[src/hdl/nwg_pkg.sv]
// Shared constants and control/status types for the necklace word generator.
`default_nettype none

package nwg_pkg;

  localparam int CFG_W     = 5;
  localparam int CFG_IDX_W = 2;
  localparam int OUT_W     = 64;

  localparam logic [CFG_IDX_W-1:0] REG_WORD_LENGTH   = 2'd0;
  localparam logic [CFG_IDX_W-1:0] REG_ALPHABET_SIZE = 2'd1;

  localparam logic [CFG_W-1:0] WORD_LENGTH_RST   = 5'd2;
  localparam logic [CFG_W-1:0] ALPHABET_SIZE_RST = 5'd2;

  typedef struct packed {
    logic clear;
    logic step;
    logic copy;
    logic load_out;
    logic exh;
  } nwg_cmd_t;

  typedef struct packed {
    logic pivot_found;
    logic pivot_last;
    logic copy_last;
    logic copy_div;
    logic final_word;
    logic out_free;
  } nwg_status_t;

endpackage

`default_nettype wire

[src/hdl/nwg_if.sv]
// Request and result channel interfaces of the necklace word generator.
`default_nettype none

interface nwg_req_if;
  logic valid;
  logic ready;
  logic restart;

  modport source (output valid, output restart, input ready);
  modport sink (input valid, input restart, output ready);
endinterface

interface nwg_res_if;
  logic                      valid;
  logic                      ready;
  logic [nwg_pkg::OUT_W-1:0] necklace_word;
  logic                      is_final;
  logic                      exhausted;

  modport source (output valid, output necklace_word, output is_final, output exhausted,
                  input ready);
  modport sink (input valid, input necklace_word, input is_final, input exhausted,
                output ready);
endinterface

`default_nettype wire

[src/hdl/nwg_ctrl.sv]
// Sequencer for request handling, FKM steps and result hand-off.
`default_nettype none

module nwg_ctrl (
  input  wire logic                           clk,
  input  wire logic                           rst_n,
  input  wire logic                           in_valid,
  input  wire logic                           in_restart,
  output logic                                in_ready,
  input  wire logic                           cfg_we,
  input  wire logic [nwg_pkg::CFG_IDX_W-1:0]  cfg_index,
  input  wire nwg_pkg::nwg_status_t           st,
  output nwg_pkg::nwg_cmd_t                   cmd
);

  typedef enum logic [3:0] {
    ST_IDLE   = 4'b0001,
    ST_SEARCH = 4'b0010,
    ST_COPY   = 4'b0100,
    ST_EMIT   = 4'b1000
  } state_t;

  typedef enum logic [1:0] {
    PH_IDLE = 2'd0,
    PH_RUN  = 2'd1,
    PH_DONE = 2'd2
  } phase_t;

  state_t state_r, state_nxt;
  phase_t phase_r, phase_nxt;
  logic   exh_r, exh_nxt;

  always_comb begin
    state_nxt = state_r;
    phase_nxt = phase_r;
    exh_nxt   = exh_r;
    cmd       = '0;
    cmd.exh   = exh_r;
    in_ready  = (state_r == ST_IDLE);
    unique case (state_r)
      ST_IDLE: begin
        if (in_valid) begin
          if (in_restart || phase_r == PH_IDLE) begin
            cmd.clear = 1'b1;
            phase_nxt = PH_RUN;
            exh_nxt   = 1'b0;
            state_nxt = ST_EMIT;
          end else if (phase_r == PH_DONE) begin
            exh_nxt   = 1'b1;
            state_nxt = ST_EMIT;
          end else begin
            state_nxt = ST_SEARCH;
          end
        end
      end
      ST_SEARCH: begin
        if (!st.pivot_found) begin
          phase_nxt = PH_DONE;
          exh_nxt   = 1'b1;
          state_nxt = ST_EMIT;
        end else begin
          cmd.step  = 1'b1;
          exh_nxt   = 1'b0;
          state_nxt = st.pivot_last ? ST_EMIT : ST_COPY;
        end
      end
      ST_COPY: begin
        cmd.copy = 1'b1;
        if (st.copy_last) begin
          state_nxt = st.copy_div ? ST_EMIT : ST_SEARCH;
        end
      end
      ST_EMIT: begin
        if (st.out_free) begin
          cmd.load_out = 1'b1;
          state_nxt    = ST_IDLE;
          if (st.final_word && !exh_r) begin
            phase_nxt = PH_DONE;
          end
        end
      end
      default: begin
        state_nxt = ST_IDLE;
      end
    endcase
    if (cfg_we && (cfg_index == nwg_pkg::REG_WORD_LENGTH ||
                   cfg_index == nwg_pkg::REG_ALPHABET_SIZE)) begin
      phase_nxt = PH_IDLE;
    end
  end

  always_ff @(posedge clk) begin
    if (!rst_n) begin
      state_r <= ST_IDLE;
      phase_r <= PH_IDLE;
      exh_r   <= 1'b0;
    end else begin
      state_r <= state_nxt;
      phase_r <= phase_nxt;
      exh_r   <= exh_nxt;
    end
  end

endmodule

`default_nettype wire

[src/hdl/nwg_datapath.sv]
// Word register file, pivot search, periodic copy and output register.
`default_nettype none

module nwg_datapath #(
  parameter int MAX_LENGTH  = 16,
  parameter int SYMBOL_BITS = 4
) (
  input  wire logic                           clk,
  input  wire logic                           rst_n,
  input  wire logic                           cfg_we,
  input  wire logic [nwg_pkg::CFG_IDX_W-1:0]  cfg_index,
  input  wire logic [nwg_pkg::CFG_W-1:0]      cfg_wdata,
  input  wire nwg_pkg::nwg_cmd_t              cmd,
  output nwg_pkg::nwg_status_t                st,
  input  wire logic                           out_ready,
  output logic                                out_valid,
  output logic [nwg_pkg::OUT_W-1:0]           out_necklace_word,
  output logic                                out_is_final,
  output logic                                out_exhausted
);

  localparam int IDX_W  = (MAX_LENGTH > 1) ? $clog2(MAX_LENGTH) : 1;
  localparam int WIDE_W = MAX_LENGTH * SYMBOL_BITS;
  localparam int LW     = nwg_pkg::CFG_W;

  logic [LW-1:0]          word_length_r;
  logic [LW-1:0]          alphabet_size_r;
  logic [SYMBOL_BITS-1:0] word_r [MAX_LENGTH];
  logic [IDX_W-1:0]       piv_r;
  logic [IDX_W-1:0]       q_r;
  logic [IDX_W-1:0]       s_r;

  logic                      out_valid_r;
  logic [nwg_pkg::OUT_W-1:0] out_word_r;
  logic                      out_final_r;
  logic                      out_exh_r;

  logic [LW-1:0]          n_eff;
  logic [SYMBOL_BITS-1:0] sym_max;
  logic                   found;
  logic [IDX_W-1:0]       piv;
  logic                   all_max;
  logic [WIDE_W-1:0]      wide;
  logic                   out_free;

  always_comb begin
    if (word_length_r == '0) begin
      n_eff = LW'(1);
    end else if (word_length_r > LW'(MAX_LENGTH)) begin
      n_eff = LW'(MAX_LENGTH);
    end else begin
      n_eff = word_length_r;
    end
    if (alphabet_size_r < LW'(2)) begin
      sym_max = SYMBOL_BITS'(1);
    end else if (32'(alphabet_size_r) > (32'd1 << SYMBOL_BITS)) begin
      sym_max = '1;
    end else begin
      sym_max = SYMBOL_BITS'(alphabet_size_r - LW'(1));
    end
  end

  always_comb begin
    found   = 1'b0;
    piv     = '0;
    all_max = 1'b1;
    wide    = '0;
    for (int p = 0; p < MAX_LENGTH; p++) begin
      if (LW'(p) < n_eff) begin
        wide[p*SYMBOL_BITS +: SYMBOL_BITS] = word_r[p];
        if (word_r[p] != sym_max) begin
          found   = 1'b1;
          piv     = IDX_W'(p);
          all_max = 1'b0;
        end
      end
    end
  end

  assign out_free = !out_valid_r || out_ready;

  always_comb begin
    st             = '0;
    st.pivot_found = found;
    st.pivot_last  = (LW'(piv) + LW'(1)) == n_eff;
    st.copy_last   = (LW'(q_r) + LW'(1)) == n_eff;
    st.copy_div    = (s_r == piv_r);
    st.final_word  = all_max;
    st.out_free    = out_free;
  end

  always_ff @(posedge clk) begin
    if (!rst_n) begin
      word_length_r   <= nwg_pkg::WORD_LENGTH_RST;
      alphabet_size_r <= nwg_pkg::ALPHABET_SIZE_RST;
    end else if (cfg_we) begin
      if (cfg_index == nwg_pkg::REG_WORD_LENGTH) begin
        word_length_r <= cfg_wdata;
      end else if (cfg_index == nwg_pkg::REG_ALPHABET_SIZE) begin
        alphabet_size_r <= cfg_wdata;
      end
    end
  end

  always_ff @(posedge clk) begin
    if (cmd.clear) begin
      for (int p = 0; p < MAX_LENGTH; p++) begin
        word_r[p] <= '0;
      end
    end else if (cmd.step) begin
      word_r[piv] <= word_r[piv] + SYMBOL_BITS'(1);
      piv_r       <= piv;
      q_r         <= IDX_W'(LW'(piv) + LW'(1));
      s_r         <= '0;
    end else if (cmd.copy) begin
      word_r[q_r] <= word_r[s_r];
      q_r         <= q_r + IDX_W'(1);
      s_r         <= (s_r == piv_r) ? '0 : s_r + IDX_W'(1);
    end
  end

  always_ff @(posedge clk) begin
    if (!rst_n) begin
      out_valid_r <= 1'b0;
    end else if (cmd.load_out) begin
      out_valid_r <= 1'b1;
    end else if (out_ready) begin
      out_valid_r <= 1'b0;
    end
  end

  always_ff @(posedge clk) begin
    if (cmd.load_out) begin
      out_word_r  <= cmd.exh ? '0 : nwg_pkg::OUT_W'(wide);
      out_final_r <= !cmd.exh && all_max;
      out_exh_r   <= cmd.exh;
    end
  end

  assign out_valid         = out_valid_r;
  assign out_necklace_word = out_word_r;
  assign out_is_final      = out_final_r;
  assign out_exhausted     = out_exh_r;

endmodule

`default_nettype wire

[src/hdl/necklace_word_generator_unit.sv]
// Top level: necklace word generator with request/result channels and config port.
// A restart or exhausted result is registered from the emit state once the output is free.
// A next-necklace request runs FKM steps until a word is emitted or no pivot is left; a step
// is a pivot search and, unless the pivot is the last symbol, a one-symbol-per-cycle copy.
// One request is in flight at a time; a full output register holds the next result back.
// Reset (rst_n low, synchronous): config back to length 2 / alphabet 2, sequence unstarted.
`default_nettype none

module necklace_word_generator_unit #(
  parameter int MAX_LENGTH  = 16,
  parameter int SYMBOL_BITS = 4
) (
  input  wire logic                          clk,
  input  wire logic                          rst_n,
  nwg_req_if.sink                            in_chan,
  nwg_res_if.source                          out_chan,
  input  wire logic                          cfg_we,
  input  wire logic [nwg_pkg::CFG_IDX_W-1:0] cfg_index,
  input  wire logic [nwg_pkg::CFG_W-1:0]     cfg_wdata
);

  nwg_pkg::nwg_cmd_t    cmd;
  nwg_pkg::nwg_status_t st;

  nwg_ctrl u_ctrl (
    .clk        (clk),
    .rst_n      (rst_n),
    .in_valid   (in_chan.valid),
    .in_restart (in_chan.restart),
    .in_ready   (in_chan.ready),
    .cfg_we     (cfg_we),
    .cfg_index  (cfg_index),
    .st         (st),
    .cmd        (cmd)
  );

  nwg_datapath #(
    .MAX_LENGTH  (MAX_LENGTH),
    .SYMBOL_BITS (SYMBOL_BITS)
  ) u_datapath (
    .clk               (clk),
    .rst_n             (rst_n),
    .cfg_we            (cfg_we),
    .cfg_index         (cfg_index),
    .cfg_wdata         (cfg_wdata),
    .cmd               (cmd),
    .st                (st),
    .out_ready         (out_chan.ready),
    .out_valid         (out_chan.valid),
    .out_necklace_word (out_chan.necklace_word),
    .out_is_final      (out_chan.is_final),
    .out_exhausted     (out_chan.exhausted)
  );

endmodule

`default_nettype wire

[src/flat_wrapper.sv]
// flat-port wrapper written by rule: the top's interface ports become plain ports
module necklace_word_generator_unit_flat 
#(
  parameter int MAX_LENGTH  = 16,
  parameter int SYMBOL_BITS = 4
)
  (clk, rst_n, cfg_we, cfg_index, cfg_wdata, in_chan_valid, in_chan_restart, in_chan_ready, out_chan_valid, out_chan_necklace_word, out_chan_is_final, out_chan_exhausted, out_chan_ready);
  nwg_req_if in_chan_i ();
  nwg_res_if out_chan_i ();
  input  wire logic clk;
  input  wire logic rst_n;
  input  wire logic cfg_we;
  input  wire logic [nwg_pkg::CFG_IDX_W-1:0] cfg_index;
  input  wire logic [nwg_pkg::CFG_W-1:0] cfg_wdata;
  input wire logic [$bits(in_chan_i.valid)-1:0] in_chan_valid;
  input wire logic [$bits(in_chan_i.restart)-1:0] in_chan_restart;
  output wire logic [$bits(in_chan_i.ready)-1:0] in_chan_ready;
  output wire logic [$bits(out_chan_i.valid)-1:0] out_chan_valid;
  output wire logic [$bits(out_chan_i.necklace_word)-1:0] out_chan_necklace_word;
  output wire logic [$bits(out_chan_i.is_final)-1:0] out_chan_is_final;
  output wire logic [$bits(out_chan_i.exhausted)-1:0] out_chan_exhausted;
  input wire logic [$bits(out_chan_i.ready)-1:0] out_chan_ready;
  assign in_chan_i.valid = in_chan_valid;
  assign in_chan_i.restart = in_chan_restart;
  assign in_chan_ready = in_chan_i.ready;
  assign out_chan_valid = out_chan_i.valid;
  assign out_chan_necklace_word = out_chan_i.necklace_word;
  assign out_chan_is_final = out_chan_i.is_final;
  assign out_chan_exhausted = out_chan_i.exhausted;
  assign out_chan_i.ready = out_chan_ready;
  necklace_word_generator_unit #(.MAX_LENGTH(MAX_LENGTH), .SYMBOL_BITS(SYMBOL_BITS)) u_core (.clk(clk), .rst_n(rst_n), .in_chan(in_chan_i), .out_chan(out_chan_i), .cfg_we(cfg_we), .cfg_index(cfg_index), .cfg_wdata(cfg_wdata));
endmodule
[config.mk]
export PLATFORM = sky130hd
export DESIGN_NAME = necklace_word_generator_unit_flat
export DESIGN_NICKNAME = d
export VERILOG_FILES = /design/src/hdl/nwg_pkg.sv /design/src/hdl/nwg_if.sv /design/src/hdl/nwg_ctrl.sv /design/src/hdl/nwg_datapath.sv /design/src/hdl/necklace_word_generator_unit.sv /design/src/flat_wrapper.sv
export SDC_FILE = /design/constraint.sdc
export NUM_CORES = 1
export LEC_CHECK = 0
export ABC_CLOCK_PERIOD_IN_PS = 4900
export BUFFER_PORTS_ARGS = -buffer_cell sky130_fd_sc_hd__buf_4
export CAP_MARGIN = 20
export CORE_UTILIZATION = 57
export CTS_BUF_LIST = sky130_fd_sc_hd__clkbuf_4
export DETAILED_ROUTE_END_ITERATION = 7
export GPL_ROUTABILITY_DRIVEN = 0
export HOLD_SLACK_MARGIN = 0.1
export PLACE_DENSITY_LB_ADDON = 0.25
export SETUP_SLACK_MARGIN = 0.05
export SKIP_CTS_REPAIR_TIMING = 1
export SLEW_MARGIN = 20
export SYNTH_ARGS = -nofsm -noshare
export SYNTH_HDL_FRONTEND = slang
export SYNTH_HIERARCHICAL = 1
export SYNTH_SLANG_ARGS = --single-unit
[constraint.sdc]
create_clock -name clk -period 4.9 [get_ports clk]
set_input_delay 0.245 -clock clk [delete_from_list [all_inputs] [get_ports clk]]
set_output_delay 0.245 -clock clk [all_outputs]
set_load 0.005 [all_outputs]
* After elaboration in Yosys (flattened, before gate mapping)
Memory sizes are Yosys's and may differ from the RTL's. A register that Yosys moved wholly into a read port is not among the register bits. Cells that the tools add are included.
Operators by class: reductions and logical operators 40, equality and inequality tests 32, $lt $le $gt $ge 19, bitwise logic cells 19, muxes and demuxes 149, add/sub/neg operators 6
Operators with widths (count):
- $mux W4 | 48
- $mux W1 | 91
- $ne A4 B4 Y1 | 16
- $lt A4 B5 Y1 const A | 8
- $reduce_or A2 Y1 | 17
- $lt A3 B5 Y1 const A | 4
- $not A1 Y1 | 19
- $pmux W4 S4 | 1
- $add A4 B1 Y4 const B | 3
- $add A4 B1 Y5 const B | 2
- $eq A5 B5 Y1 | 2
- $gt A5 B5 Y1 const B | 2
- $lt A1 B5 Y1 const A | 2
- $lt A2 B5 Y1 const A | 2
- $mux W2 | 5
- $mux W5 | 2
- $reduce_and A3 Y1 | 3
- $ne A2 B2 Y1 const B | 4
- $reduce_or A4 Y1 | 2
- $pmux W2 S3 | 1
- $reduce_and A2 Y1 | 3
- $reduce_and A6 Y1 | 1
- $reduce_bool A2 Y1 | 3
- $logic_not A5 Y1 | 1
- 17 further kinds | 23
Word-level totals: flip-flop bits (word level) 96, input port bits 13, output and inout port bits 68, RAM bits 64, memories 1, word-level logic and storage cells 293
Memories:
- u_core.u_datapath.word_r | depth 16, bits a word 4, read ports 18, clocked after memory_dff 1, write ports 16, RTL line nwg_datapath.sv:28 | logic [SYMBOL_BITS-1:0] word_r [MAX_LENGTH];

* Logic depth before layout (Yosys ltp)
Gate-level depths: netlist of the first run.
word-level depth 44, gate-level depth with buffers 25, depth with buffers taken out 21

* Modules after synthesis
The synthesis of the first run kept the hierarchy.
Modules (own cells, without submodules):
- nwg_datapath | times used 1, sequential area each 4564.4 µm², cells an instance 850, area each 9366.5 µm²
- nwg_ctrl | times used 1, sequential area each 140.1 µm², cells an instance 64, area each 531.8 µm²

* Worst setup path before layout of the first run
Ideal clock, no wire load.
kind flip-flop to flip-flop, from reg u_core.u_datapath.alphabet_size_r[0], to mem u_core.u_datapath.word_r[0][1], data pin, stages on the path, launching flop included 20, period minus slack after synthesis 4719 ps, setup time 265 ps, arrival time 4454 ps, path slack 181 ps, required time 4635 ps, path buffers 2, cells stage by stage dfxtp_1 inv_2 ha_1 nand2b_1 buf_4 mux2i_1 a221o_1 a211oi_1 a31oi_1 or3_1 and3_4 a21oi_4 inv_4 mux2_4 a22o_1 a211o_4 ha_1 mux2i_1 clkbuf_1 nor2_1
RTL lines:
- from (decl) | RTL line nwg_datapath.sv:27 | logic [LW-1:0] alphabet_size_r;
- from (signal assigned) | RTL line nwg_datapath.sv:95 | alphabet_size_r <= nwg_pkg::ALPHABET_SIZE_RST;
- from (signal assigned) | RTL line nwg_datapath.sv:100 | alphabet_size_r <= cfg_wdata;
- to (decl) | RTL line nwg_datapath.sv:28

==> results of run 1 <==
## tightest hold or removal path, stage by stage
cell and delay (ps):
buf_4 80, nor3b_1 130, a21oi_1 180, nor2b_1 50
## layout by cell type, fill, tap and decap left out, drive strengths merged, types with 5 or more instances in the layout
| cell | n |
|---|---|
| o21ai | 44 |
| o21a | 7 |
| nand3 | 30 |
| clkbuf | 21 |
| nand4 | 7 |
| nand2 | 39 |
| mux4 | 20 |
| or3 | 5 |
| a31oi | 11 |
| nor2b | 22 |
| ha | 5 |
| xnor2 | 22 |
| buf | 132 |
| xor2 | 27 |
| dlygate4sd3 | 11 |
| dfxtp | 22 |
| nor2 | 108 |
| a2111oi | 5 |
| nor3 | 23 |
| o22ai | 6 |
| a22o | 5 |
| edfxtp | 142 |
| a31o | 7 |
| a221o | 6 |
| or2 | 7 |
| a21oi | 40 |
| inv | 26 |
| clkinv | 7 |
| and2 | 56 |
| a211oi | 17 |
| and3 | 8 |
| nor4 | 7 |
| mux2i | 40 |
| mux2 | 8 |
| nand2b | 25 |
## state kept, by name, indices dropped and copies added (netlist names), named ones only
signal and flops:
u_core/u_datapath/out_necklace_word 64, u_core/u_datapath/word_r 64, u_core/u_datapath/alphabet_size_r 5, u_core/u_datapath/word_length_r 5, u_core/u_ctrl/state_r 4, u_core/u_datapath/piv_r 4, u_core/u_datapath/q_r 4, u_core/u_datapath/s_r 4
u_core/u_ctrl/phase_r 2, u_core/u_ctrl/exh_r 1, u_core/u_datapath/out_exhausted 1, u_core/u_datapath/out_is_final 1, u_core/u_datapath/out_valid 1
## power by group through the flow
| stage | clock network [W] | logic [W] | registers, W |
|---|---|---|---|
| after floorplan | 0 | 0.000811 | 0.00170 |
| after global placement | 0 | 0.00112 | 0.00177 |
| after detailed placement | 0 | 0.00112 | 0.00177 |
| after CTS | 0.000868 | 0.00113 | 0.00173 |
| after global routing | 0.000926 | 0.00127 | 0.00175 |
| final | 0.000857 | 0.00120 | 0.00175 |
## cell families (layout without fill, tap and decap cells)
logic type               Yosys count  after routing  share of synthesized area [%]
AND/OR/NAND/NOR                  361            361                           19.8
AO/OA/AOI/OAI                    191            191                           14.3
flip-flops                       164            164                           47.5
buffers and inverters             76            203                           3.91
multiplexers                      68             68                           9.58
XOR/XNOR                          49             49                           4.34
adder cells (fa/ha/maj)            5              5                          0.632
## per-layer routing
layer	track usage, %	up-vias	wire length, um
li1	-	3638	-
met5	0	-	0
met2	49.8	592	12800
met3	6.88	119	3610
met4	12.6	0	1130
met1	44.2	3920	10800
## final timing paths
kind	start	end	slack (ps)
min	cfg_index[0]	u_core/u_datapath/word_length_r[4]	130
min reg2reg	u_core/u_ctrl/phase_r[0]	u_core/u_ctrl/phase_r[0]	490
max reg2reg	u_core/u_datapath/alphabet_size_r[0]	u_core/u_datapath/word_r[12][2]	270
max	u_core/u_datapath/alphabet_size_r[0]	u_core/u_datapath/word_r[12][2]	270
## layout make-up
class | instances | share of cell area [%]
Multi-Input combinational cell | 674 | 42.8
Sequential cell | 164 | 41.3
Tap cell | 220 | 2.41
Clock buffer | 20 | 1.32
Timing Repair Buffer | 144 | 9.88
Inverter | 27 | 0.954
Clock inverter | 12 | 1.36
## per-stage QoR
| step | setup slack [ps] | instances |
|---|---|---|
| 2_1_floorplan | 181 | 914 |
| 3_3_place_gp | 193 | 1210 |
| 3_5_place_dp | 126 | 1210 |
| 4_1_cts | 16.8 | 1242 |
| 5_1_grt | -17.7 | 1261 |
| 6_report | 267 | 1261 |
==> run_results.csv, run 1 <==
group,metric,value,unit
power,power_frac_seq,46.0,%
routing,post_drt_wl_per_cell,22.5,um
timing,fin_skew,19.5,ps
global_route,grt_pass1_vias,7855,
floorplanning,core_area,16800,sq um
yosys,synthFlopType,"edfxtp_1",
clocking,numClockSinks,164,
yosys,async_flop_share,0,%
yosys,synth_edf_count,142,
power,p_int,0.00245,W
critical_path,cpMaxStageDelayCell,"dfxtp_1",
run,cap_violations,0,
finish,syn_to_final_growth,15.3,%
floorplanning,num_rows,47,
routing,vias_per_cell,6.56,
critical_path,critPathTopFamily,"compound AO/OA/AOI/OAI gates",
finish,n_fill_cell,1275,
critical_path,cp_data_required_time,5230,ps
routing,firstDrtPassIters,6,
yosys,ys_types,95,
critical_path,critical_path_buf_inv_count,5,
timing,slew_violations,0,
critical_path,cp_max_fo,16,
timing,worstMarginPinSlew,990,ps
clocking,cts_tree,"done",
critical_path,slowest_delay,380,ps
finish,drive_gt1_share,25.3,%
timing,fin_hold_ws,132,ps
clocking,root_buffer,"clkbuf_4",
critical_path,cp.arrival,4960,ps
power,combPwrFrac,31.5,%
outcome,status,"complete, no violations",
power,net-switching-power,0.00136,W
yosys,synth_nets,932,
yosys,yosysTopAreaCell,"edfxtp_1",
placement,port-buffer-count,80,
timing,fin_crit,4630,ps
clocking,clk_pin_slew_worst_paths,140,ps
yosys,syn_area_per_cell,10.8,sq um
global_route,antenna_found_initial,0,
timing,tns,0,ps
critical_path,reg2reg_depth,21,
floorplanning,initial_utilization,59.1,%
routing,drc,0,
yosys,synth_warnings,6,
timing,max_freq,0.216,GHz
finish,fin_area,11400,sq um
finish,antenna_cells,0,
power,powerDensity,334,nW/um^2
clocking,cts_buffers,17,
yosys,synthCells,914,
power,finalPower,0.00381,W
floorplanning,die-height,134,um
finish,multi_input_area,4880,sq um
floorplanning,dieWidth,134,um
clocking,clk_latency,580,ps
global_route,overflow,0,
global_route,grt.total_usage,32.1,%
placement,placed_cell_area,10800,sq um
global_route,grt_max_degree,68,
power,total_leakage_power,4.26,nW
worst_hold_path,hold_class,"in -> reg",
finish,ff_latch_area,4710,sq um
timing,finalSetupViolCount,0,
yosys,synth_most_common_cell,"edfxtp_1",
critical_path,crit_path_start_kind,"flip-flop",
clocking,htreeDepth,4,
timing,period_share,94.6,%
routing,vias,8269,
yosys,synth_top_area_share,43.1,%
timing,slew_headroom,33.9,%
critical_path,crit_type,"reg -> reg",
floorplanning,pin_count,81,
critical_path,cp-end-kind,"flip-flop",
yosys,netlist_area,9900,sq um
clocking,clock_path_buffers,2,
routing,drt-total-wl,28.4,mm
finish,finish.utilization,68.1,%
power,p_clk_share,22.5,%
finish,final_nets,1046,
critical_path,crit_path_cell_trace,"inv_2, ha_4, nor4_4, a22oi_2, buf_2, buf_4, nand2_1, o21ai_0, a31o_2, or3_1, and3_4, a21oi_4, inv_4, mux2_4, a22o_1, a211o_4, ha_1, xnor2_1, mux2i_2, buf_6, nor2_1",
global_route,grt_pass1_wl,43.1,mm
critical_path,crit_cells,21,
power,ir_worst_vdd,0.000181,V
timing,final_hold_viol_count,0,
floorplanning,dieArea,17900,sq um
routing,postRouteAntennaNets,0,
yosys,synthTopCellsByCount,"edfxtp_1 (142), nor2_1 (105), and2_1 (56)",
timing,grt_setup_unrepaired,"true",
worst_hold_path,hold_depth,4,
yosys,ys_ff_latch,164,
yosys,synthTopCellsByArea,"edfxtp_1 (43%), mux4_2 (4.6%), dfxtp_1 (4.4%), nor2_1 (4.0%), mux2i_1 (3.9%)",
routing,drt_iter0_drc,1248,
yosys,yosysSeqAreaShare,47.5,%
power,netSwitchingFraction,35.8,%
placement,hpwl,20.5,mm
Power figures use the tool's default switching activity.
==> run 2, diff against run 1 <==
Settings changed: PLACE_DENSITY set to 0.81, PLACE_DENSITY_LB_ADDON 0.25 to not set, SETUP_SLACK_MARGIN 0.05 to 0.3.
==> run 2 against run 1 <==
  * Routed wire length rose by 4.0%
  * Fmax is 1.3% higher
  * Setup slack improved by 60 ps
  * Global-route usage down 0.47 points
  * Utilization grew 2.2 points
  * Final area grew 3.3%
  * Sequential share of layout area is 1.3 points lower
  * Total power is 5.6% higher
  * Clock skew decreased by 1.9 ps
  * Highest routed layer unchanged
==> run_results.csv, run 2 (synthesis results as in run 1) <==
group,metric,value,unit
timing,period_share,93.3,%
global_route,overflow,0,
finish,drive_gt1_share,29.3,%
critical_path,cp.arrival,4940,ps
timing,worstMarginPinSlew,958,ps
finish,final_common_cell,"edfxtp_1",
routing,drt_iter0_drc,1473,
routing,drt-total-wl,29.5,mm
placement,post-place-cells,1202,
clocking,cts_tree,"done",
global_route,busiest_layer,"met2",
power,finalPower,0.00402,W
finish,final_nets,1056,
floorplanning,initial_utilization,59.1,%
worst_hold_path,hold_class,"in -> reg",
routing,vias_per_cell,6.68,
floorplanning,core_area,16800,sq um
finish,fin_cells,1272,
global_route,grt.total_usage,31.6,%
timing,grt_setup_unrepaired,"true",
clocking,htreeDepth,4,
global_route,grt_pass1_vias,7778,
timing,slew_headroom,36.0,%
routing,postRouteAntennaNets,0,
global_route,antenna_found_initial,1,
timing,fin_crit,4570,ps
timing,max_freq,0.219,GHz
timing,fin_hold_ws,125,ps
floorplanning,dieWidth,134,um
routing,post_drt_wl_per_cell,23.2,um
clocking,clock_path_buffers,2,
global_route,grtUsageMet2,49.5,%
critical_path,crit_path_cell_trace,"inv_4, ha_4, nand2b_4, buf_6, mux2i_1, a221o_1, a211oi_2, a31oi_2, a311oi_2, o2111ai_2, a21oi_4, buf_4, mux2_2, a211oi_1, o211ai_1, ha_1, xnor2_1, mux2i_2, buf_6, nor2_1",
critical_path,cpMaxStageDelayCell,"dfxtp_4",
timing,tns,0,ps
clocking,clk_latency,600,ps
critical_path,slowest_delay,430,ps
power,powerDensity,342,nW/um^2
clocking,root_buffer,"clkbuf_4",
routing,firstDrtPassIters,7,
routing,drc,0,
floorplanning,pin_count,81,
timing,slew_violations,0,
timing,fin_skew,17.5,ps
finish,most-common-layout-cells,"edfxtp_1 (142), buf_4 (131), nor2_1 (104)",
power,total_leakage_power,4.40,nW
outcome,status,"complete, no violations",
clocking,numClockSinks,164,
floorplanning,die-height,134,um
finish,n_fill_cell,1175,
placement,hpwl,20.2,mm
power,ir_worst_vdd,0.000390,V
global_route,grt_max_degree,68,
critical_path,crit_type,"reg -> reg",
placement,port-buffer-count,80,
floorplanning,dieArea,17900,sq um
critical_path,crit_path_start_kind,"flip-flop",
routing,vias,8491,
critical_path,cp-end-kind,"flip-flop",
clocking,clk_pin_slew_worst_paths,150,ps
finish,syn_to_final_growth,19.0,%
timing,final_hold_viol_count,0,
global_route,met3_usage,7.03,%
global_route,grt_pass1_wl,42.5,mm
clocking,cts_buffers,17,
finish,finish.utilization,70.3,%
floorplanning,num_rows,47,
critical_path,crit_top_cell,"buf_6",
run,cap_violations,0,
critical_path,cp_data_required_time,5270,ps
timing,finalSetupViolCount,0,
global_route,grt_use_met1,42.0,%
critical_path,cp_max_fo,8,
## run 2: changes by cell type in the layout (fill, tap and decap cells not counted), sizes merged
| cell | delta |
|---|---|
| a22oi | +2 |
| buf | +8 |
| bufinv | +1 |
| clkbuf | -4 |
| clkinv | -1 |
| clkinvlp | -1 |
| diode | +1 |
| dlygate4sd3 | +1 |
| inv | +4 |
## run 2: layout make-up
| type | count | area [sq um] | area share, % |
|---|---|---|---|
| Clock inverter | 15 | 219 | 1.86 |
| Inverter | 27 | 114 | 0.966 |
| Antenna cell | 1 | 2.50 | 0.0212 |
| Timing Repair Buffer | 152 | 1220 | 10.4 |
| Sequential cell | 164 | 4710 | 40.0 |
| Tap cell | 220 | 275 | 2.34 |
| Clock buffer | 17 | 128 | 1.08 |
| Multi-Input combinational cell | 676 | 5110 | 43.3 |
## run 2: routing by layer
layer	vias to the layer above	routed length, um
met5	-	0
met4	0	1380
met3	146	3950
met2	685	13500
met1	3987	10700
li1	3673	-
## run 2: path summary, 6_finish.rpt
kind	slack [ps]	cells past startpoint	to	start
max	330	20	u_core/u_datapath/word_r[7][2]	u_core/u_datapath/alphabet_size_r[0]
min	130	4	u_core/u_datapath/word_length_r[2]	cfg_index[0]
max reg2reg	330	20	u_core/u_datapath/word_r[7][2]	u_core/u_datapath/alphabet_size_r[0]
min reg2reg	480	2	u_core/u_ctrl/phase_r[0]	u_core/u_ctrl/phase_r[0]
## run 2: per-stage QoR
step / area [sq um] / worst slack [ps]
finish: 11800 / 327
global route: 11800 / 175
CTS: 11100 / -158
detailed placement: 10800 / -85.0
global placement: 10800 / 68.2
floorplan: 9900 / 344
## run 2: report_power, final
group | switching, W | internal [W] | total (W)
Clock | 0.000530 | 0.000422 | 0.000952
Sequential | 0.000146 | 0.00161 | 0.00175
Combinational | 0.000778 | 0.000541 | 0.00132
Total | 0.00145 | 0.00257 | 0.00402
## run 2: worst max-delay path, delay by kind of cell, from the launching register on
kind | cells | cell delay [ps]
DFF | 1 | 430
buffers and inverters | 4 | 540
xor gates and xnor gates | 1 | 140
AOI/OAI and AO/OA | 8 | 1950
and+or+nand+nor | 2 | 140
muxes | 3 | 670
adders and majority gates | 2 | 460
